[config.mk]
export PLATFORM = sky130hd
export DESIGN_NAME = rtc_time_validate_encode
export DESIGN_NICKNAME = d
export VERILOG_FILES = /design/src/hdl/rtcenc_pkg.sv /design/src/hdl/rtcenc_enc.sv /design/src/hdl/rtc_time_validate_encode.sv
export SDC_FILE = /design/constraint.sdc
export NUM_CORES = 1
export LEC_CHECK = 0
export ABC_CLOCK_PERIOD_IN_PS = 8600
export BUFFER_PORTS_ARGS = -buffer_cell sky130_fd_sc_hd__buf_2
export CAP_MARGIN = 25
export CORE_MARGIN = 3
export CORE_UTILIZATION = 40
export CTS_CLUSTER_SIZE = 10
export DETAILED_ROUTE_END_ITERATION = 10
export GPL_ROUTABILITY_DRIVEN = 0
export PLACE_DENSITY = 0.65
export RECOVER_POWER = 50
export SKIP_LAST_GASP = 1
export SYNTH_ARGS = -nofsm -noshare
export SYNTH_HDL_FRONTEND = slang
export SYNTH_HIERARCHICAL = 1
export SYNTH_SLANG_ARGS = --single-unit
[constraint.sdc]
create_clock -name clk_i -period 8.6 [get_ports clk_i]
set_clock_uncertainty 0.15 [all_clocks]
set_input_delay 1.72 -clock clk_i [delete_from_list [all_inputs] [get_ports clk_i]]
set_output_delay 1.72 -clock clk_i [all_outputs]
set_load 0.01 [all_outputs]
[src/hdl/rtcenc_pkg.sv]
// Types, constants and helper functions for the RTC time check and BCD encoder.
package rtcenc_pkg;

  localparam int unsigned CfgAddrW = 3;
  localparam int unsigned CfgDataW = 32;
  localparam int unsigned EpochW   = 12;

  localparam logic [EpochW-1:0] EpochReset   = 12'd2000;
  localparam logic [EpochW-1:0] YearBase     = 12'd1900;
  localparam logic [9:0]        MinYearOfs   = 10'd70;
  localparam logic [EpochW-1:0] EpochSpan    = 12'd169;
  localparam logic [EpochW-1:0] Century      = 12'd100;
  localparam logic [3:0]        MonthMax     = 4'd11;
  localparam logic [3:0]        MonthFeb     = 4'd1;
  localparam logic [4:0]        HourLimit    = 5'd24;
  localparam logic [5:0]        SixtyLimit   = 6'd60;
  localparam logic [7:0]        Hour24Flag   = 8'h80;

  localparam logic RegEpochYear = 1'b0;

  typedef struct packed {
    logic [9:0] year_since_1900;
    logic [3:0] month_index;
    logic [5:0] day_of_month;
    logic [4:0] hour_value;
    logic [5:0] minute_value;
    logic [5:0] second_value;
  } item_t;

  typedef struct packed {
    logic       status;
    logic [7:0] hour_code;
    logic [7:0] minute_code;
    logic [7:0] second_code;
    logic [7:0] year_code;
    logic [7:0] month_code;
    logic [7:0] date_code;
  } res_t;

  function automatic logic [4:0] month_days(input logic [3:0] mon);
    logic [4:0] d;
    case (mon)
      4'd1:                      d = 5'd28;
      4'd3, 4'd5, 4'd8, 4'd10:   d = 5'd30;
      default:                   d = 5'd31;
    endcase
    return d;
  endfunction

  // Gregorian leap test on the offset from 1900: a multiple of 4 but not of 100, or one of 100, 500 and 900.
  function automatic logic leap_year(input logic [9:0] y);
    logic cent;
    logic quad;
    cent = 1'b0;
    for (int k = 0; k <= 10; k++) begin
      if (y == 10'(k * 100)) cent = 1'b1;
    end
    quad = (y == 10'd100) || (y == 10'd500) || (y == 10'd900);
    return ((y[1:0] == 2'b00) && !cent) || quad;
  endfunction

  // Packed BCD of a value below 100; tens by reciprocal multiply.
  function automatic logic [7:0] to_bcd(input logic [6:0] v);
    logic [14:0] prod;
    logic [3:0]  tens;
    logic [6:0]  ones;
    prod = 15'(v) * 15'd205;
    tens = prod[14:11];
    ones = v - 7'(7'({3'b000, tens}) * 7'd10);
    return {tens, ones[3:0]};
  endfunction

endpackage

[src/hdl/rtcenc_enc.sv]
// Calendar time check and packed BCD encoding of one transaction.
module rtcenc_enc import rtcenc_pkg::*; (
  input  item_t             item_i,
  input  logic [EpochW-1:0] epoch_i,
  output res_t              res_o
);

  logic [EpochW-1:0] year_full;
  logic [EpochW-1:0] diff;
  logic [6:0]        yrs;
  logic [5:0]        limit;
  logic              leap;
  logic              date_ok;
  logic              clock_ok;
  logic              year_ok;
  logic              ok;

  assign year_full = 12'(item_i.year_since_1900) + YearBase;
  assign leap      = leap_year(item_i.year_since_1900);
  assign limit     = 6'(month_days(item_i.month_index))
                   + 6'((item_i.month_index == MonthFeb) && leap);
  assign date_ok   = (item_i.month_index <= MonthMax) && (item_i.day_of_month != 6'd0)
                   && (item_i.day_of_month <= limit);
  assign clock_ok  = (item_i.hour_value < HourLimit) && (item_i.minute_value < SixtyLimit)
                   && (item_i.second_value < SixtyLimit);
  assign diff      = year_full - epoch_i;
  assign year_ok   = (item_i.year_since_1900 >= MinYearOfs) && (year_full >= epoch_i)
                   && (diff <= EpochSpan);
  assign yrs       = (diff >= Century) ? 7'(diff - Century) : 7'(diff);
  assign ok        = date_ok && clock_ok && year_ok;

  always_comb begin
    res_o = '0;
    res_o.status = 1'b1;
    if (ok) begin
      res_o.status      = 1'b0;
      res_o.hour_code   = Hour24Flag | to_bcd(7'(item_i.hour_value));
      res_o.minute_code = to_bcd(7'(item_i.minute_value));
      res_o.second_code = to_bcd(7'(item_i.second_value));
      res_o.year_code   = to_bcd(yrs);
      res_o.month_code  = to_bcd(7'(item_i.month_index) + 7'd1);
      res_o.date_code   = to_bcd(7'(item_i.day_of_month));
    end
  end

endmodule

[src/hdl/rtc_time_validate_encode.sv]
// Top level of the RTC time check and BCD encoder with its register port.
//
// Input channel: in_valid_i/in_ready_o carry one broken-down calendar time
// per transaction. Output channel: out_valid_o/out_ready_i carry one result
// per input: status_o (0 valid, 1 rejected) and six packed BCD bytes, all
// zero on a rejected time.
// Pipeline: an accepted transaction is held in the input register and its
// result in the result register, a two-stage pipeline with the check logic
// between them; one transaction per cycle while out_ready_i is high.
// Stall: when out_ready_i is low the result holds; the input register still
// takes a transaction while it is empty, and in_ready_o drops only when both
// stages are full.
// Register port: epoch_year at byte address 0, written through psel/penable/
// pwrite, read back on prdata; pready is tied high. Write it only while idle.
// Reset: both stages empty, epoch_year back to 2000.
module rtc_time_validate_encode import rtcenc_pkg::*; (
  input  logic                clk_i,
  input  logic                rst_ni,
  input  logic                psel,
  input  logic                penable,
  input  logic                pwrite,
  input  logic [CfgAddrW-1:0] paddr,
  input  logic [CfgDataW-1:0] pwdata,
  output logic [CfgDataW-1:0] prdata,
  output logic                pready,
  input  logic                in_valid_i,
  output logic                in_ready_o,
  input  logic [9:0]          year_since_1900_i,
  input  logic [3:0]          month_index_i,
  input  logic [5:0]          day_of_month_i,
  input  logic [4:0]          hour_value_i,
  input  logic [5:0]          minute_value_i,
  input  logic [5:0]          second_value_i,
  output logic                out_valid_o,
  input  logic                out_ready_i,
  output logic                status_o,
  output logic [7:0]          hour_code_o,
  output logic [7:0]          minute_code_o,
  output logic [7:0]          second_code_o,
  output logic [7:0]          year_code_o,
  output logic [7:0]          month_code_o,
  output logic [7:0]          date_code_o
);

  logic [EpochW-1:0] epoch_q;
  logic              s1_valid_q;
  item_t             s1_item_q;
  logic              out_valid_q;
  res_t              out_res_q;
  res_t              res;
  logic              out_free;
  logic              s1_adv;
  logic              in_acc;
  logic              cfg_wr;

  assign pready   = 1'b1;
  assign cfg_wr   = psel && penable && pwrite && (paddr[2] == RegEpochYear);
  assign prdata   = (paddr[2] == RegEpochYear) ? CfgDataW'(epoch_q) : '0;

  assign out_free   = !out_valid_q || out_ready_i;
  assign s1_adv     = s1_valid_q && out_free;
  assign in_ready_o = !s1_valid_q || out_free;
  assign in_acc     = in_valid_i && in_ready_o;

  rtcenc_enc u_enc (
    .item_i  (s1_item_q),
    .epoch_i (epoch_q),
    .res_o   (res)
  );

  always_ff @(posedge clk_i or negedge rst_ni) begin
    if (!rst_ni) begin
      epoch_q     <= EpochReset;
      s1_valid_q  <= 1'b0;
      out_valid_q <= 1'b0;
    end else begin
      if (cfg_wr) begin
        epoch_q <= pwdata[EpochW-1:0];
      end
      if (in_ready_o) begin
        s1_valid_q <= in_valid_i;
      end
      if (out_free) begin
        out_valid_q <= s1_valid_q;
      end
    end
  end

  always_ff @(posedge clk_i) begin
    if (in_acc) begin
      s1_item_q <= '{year_since_1900: year_since_1900_i, month_index: month_index_i,
                     day_of_month: day_of_month_i, hour_value: hour_value_i,
                     minute_value: minute_value_i, second_value: second_value_i};
    end
    if (s1_adv) begin
      out_res_q <= res;
    end
  end

  assign out_valid_o   = out_valid_q;
  assign status_o      = out_res_q.status;
  assign hour_code_o   = out_res_q.hour_code;
  assign minute_code_o = out_res_q.minute_code;
  assign second_code_o = out_res_q.second_code;
  assign year_code_o   = out_res_q.year_code;
  assign month_code_o  = out_res_q.month_code;
  assign date_code_o   = out_res_q.date_code;

endmodule

==> flow_summary.yaml <==
run_status:
  status: "finished with violations"
  violations: "max-capacitance violations, max-slew violations"
timing:
  finalSetupTns_ns: 0
  setup_ws_ns: 0.570
  max_freq_ghz: 0.125
  slew_violations: 50
  setup_viol_count_final: 0
  holdWs_ns: 0.361
  grt_setup_unrepaired: "no"
  maxSlewHeadroom_pct: -93.5
  worst_pin_slew_ns: 2.90
  post-route-period-util_pct: 93.4
  hold_violations: 0
  fin_crit_ns: 8.03
cells_and_area:
  layout-drive-gt1-share_pct: 13.0
  final_nets: 1285
  final_cell_mix: "ha_1 (185), inv_1 (140), edfxtp_1 (86)"
  antenna_cells: 0
  final_common_cell: "ha_1"
  fillCellCount: 2085
  fin_cells: 1269
  area_delta_synth_final_pct: 11.4
synth:
  synth_seq_area_share_pct: 31.8
  syn_area_per_cell_sq_um: 10.7
  syn_inst: 864
  synthesis.area_sq_mm: 0.00924
  synth_edf_count: 86
  synth-main-ff-cell: "edfxtp_1"
  yosys_warnings: 6
  synthDistinctLibCells: 71
  ys_ff_latch: 100
  ys_async_sr_fraction_pct: 14.0
grt:
  grt_use_total_pct: 14.7
  grt_max_degree: 50
  gr-total-overflow: 0
  grt_pass1_wl_mm: 29.3
  grt_pass1_vias: 5986
  antenna_found_initial: 0
setup_path:
  cp_common_cell: "ha_1"
  arrival_ns: 7.98
  crit_fanout: 6
  path_delay_family: "adder cells"
  cp.buffers_inverters: 6
  path_class: "reg2reg"
  endpoint_kind: "register"
  max_stage_delay_ns: 0.44
  cpMaxStageDelayCell: "fa_1"
  crit_required_ns: 8.55
  worstSetupStartpointType: "register"
floorplanning:
  die_area_sq_mm: 0.0250
  pin_count: 163
  die_h_um: 158
  rows: 54
  core_area_sq_mm: 0.0222
  die_x_um: 158
  start_util_pct: 41.6
clock_network:
  numCtsBuffers: 9
  cts_hold_buf: 0
  cts.sinks: 100
  root_buffer: "clkbuf_16"
  cts_tree: "yes"
  cts_max_path_buffers: 2
  clk_pin_slew_ns: 0.08
  cts-htree-levels: 3
  insertion_delay_ns: 0.35
worst_hold_path:
  hold_class: "reg2reg"
route:
  ant_nets: 0
  drc: 0
  wl_per_cell_um: 14.3
  vias: 6106
  first_pass_iters: 4
  wl_mm: 18.1
  drtIter0Drc: 244
  vias_per_cell: 4.81
place:
  place_ws_ns: 0.176
  dpl.cell_count: 1250
  detailed_place_hpwl_mm: 14.5
  io_buffers: 119
run:
  timing.max_cap.violations: 1
[what timing repair did]
item / in CTS / in global routing
gates resized for setup: 0 / 13
hold endpoints to repair: 0 / 0
setup buffers: 0 / 3
setup endpoints to repair: 0 / 1
[cells by family after synthesis]
group / Yosys count / synth area share [%]
other cells: 3 / 0.122
simple gates: 177 / 10.4
mux: 14 / 2.10
buf+inv: 186 / 8.81
flops: 100 / 31.8
fa+ha+maj: 222 / 33.1
xor+xnor: 48 / 5.08
compound gates: 114 / 8.66
[area by class of cell]
class,count,area (sq um),share of cell area [%]
Multi-Input combinational cell,602,5590,54.3
Sequential cell,100,2940,28.5
Timing Repair Buffer,128,587,5.70
Inverter,143,537,5.21
Tap cell,280,350,3.40
Clock buffer,9,225,2.19
Clock inverter,7,68.8,0.668
[Yosys cell counts (4+ instances only)]
library cell / count / area share (%)
a21o_1: 15 / 1.2
a21oi_1: 25 / 1.4
a31oi_1: 5 / 0.34
and2_1: 13 / 0.88
and3_1: 6 / 0.41
buf_4: 28 / 2.3
clkbuf_1: 10 / 0.41
dfrtp_1: 8 / 2.2
dfstp_2: 6 / 1.7
edfxtp_1: 86 / 28
fa_1: 37 / 8.0
ha_1: 185 / 25
inv_1: 141 / 5.7
mux2_4: 10 / 1.6
nand2_1: 20 / 0.81
nand2b_1: 14 / 0.95
nand3_1: 12 / 0.65
nand4_1: 8 / 0.54
nor2_1: 47 / 1.9
nor2b_1: 20 / 1.4
nor3_1: 12 / 0.65
o211ai_1: 4 / 0.32
o21a_1: 11 / 0.89
o21ai_0: 17 / 0.92
o31ai_1: 6 / 0.49
or2_2: 6 / 0.41
xnor2_1: 28 / 2.7
xor2_1: 16 / 1.5
[metrics by stage]
stage          instance area, sq um  util, %
2_1_floorplan                  9330        -
3_3_place_gp                  10000     45.2
3_5_place_dp                  10000     45.2
4_1_cts                       10300     46.5
5_1_grt                       10300     46.3
6_report                      10300     46.3
[routing by layer]
layer  wire, um  global-route usage, %  vias to the layer above
met5          0                      0                        -
met2       8340                   24.1                      131
li1           -                      -                     3142
met3        780                   2.35                       20
met1       8680                   20.3                     2813
met4        300                   4.26                        0
[final timing paths]
path | start | to | slack [ns] | depth (start not counted)
min | s1_valid_q | out_valid_o | 0.36 | 1
max reg2reg | s1_item_q[30] | year_code_o[3] | 0.57 | 34
max | s1_item_q[30] | year_code_o[3] | 0.57 | 34
min reg2reg | s1_valid_q | out_valid_o | 0.36 | 1
max in group asynchronous | rst_ni | epoch_q[1] | 6.57 | 1
min in group asynchronous | rst_ni | epoch_q[0] | 1.26 | 1
[state kept, by name, summed over array words and instances, names as in the netlist, 8 cells and up]
name,cells
second_code_o,8
epoch_q,12
s1_item_q,37
month_code_o,8
hour_code_o,8
minute_code_o,8
date_code_o,8
year_code_o,8
Power is not shown: default switching activity piles up to over one toggle a cycle in this logic, so the estimate is an artifact.
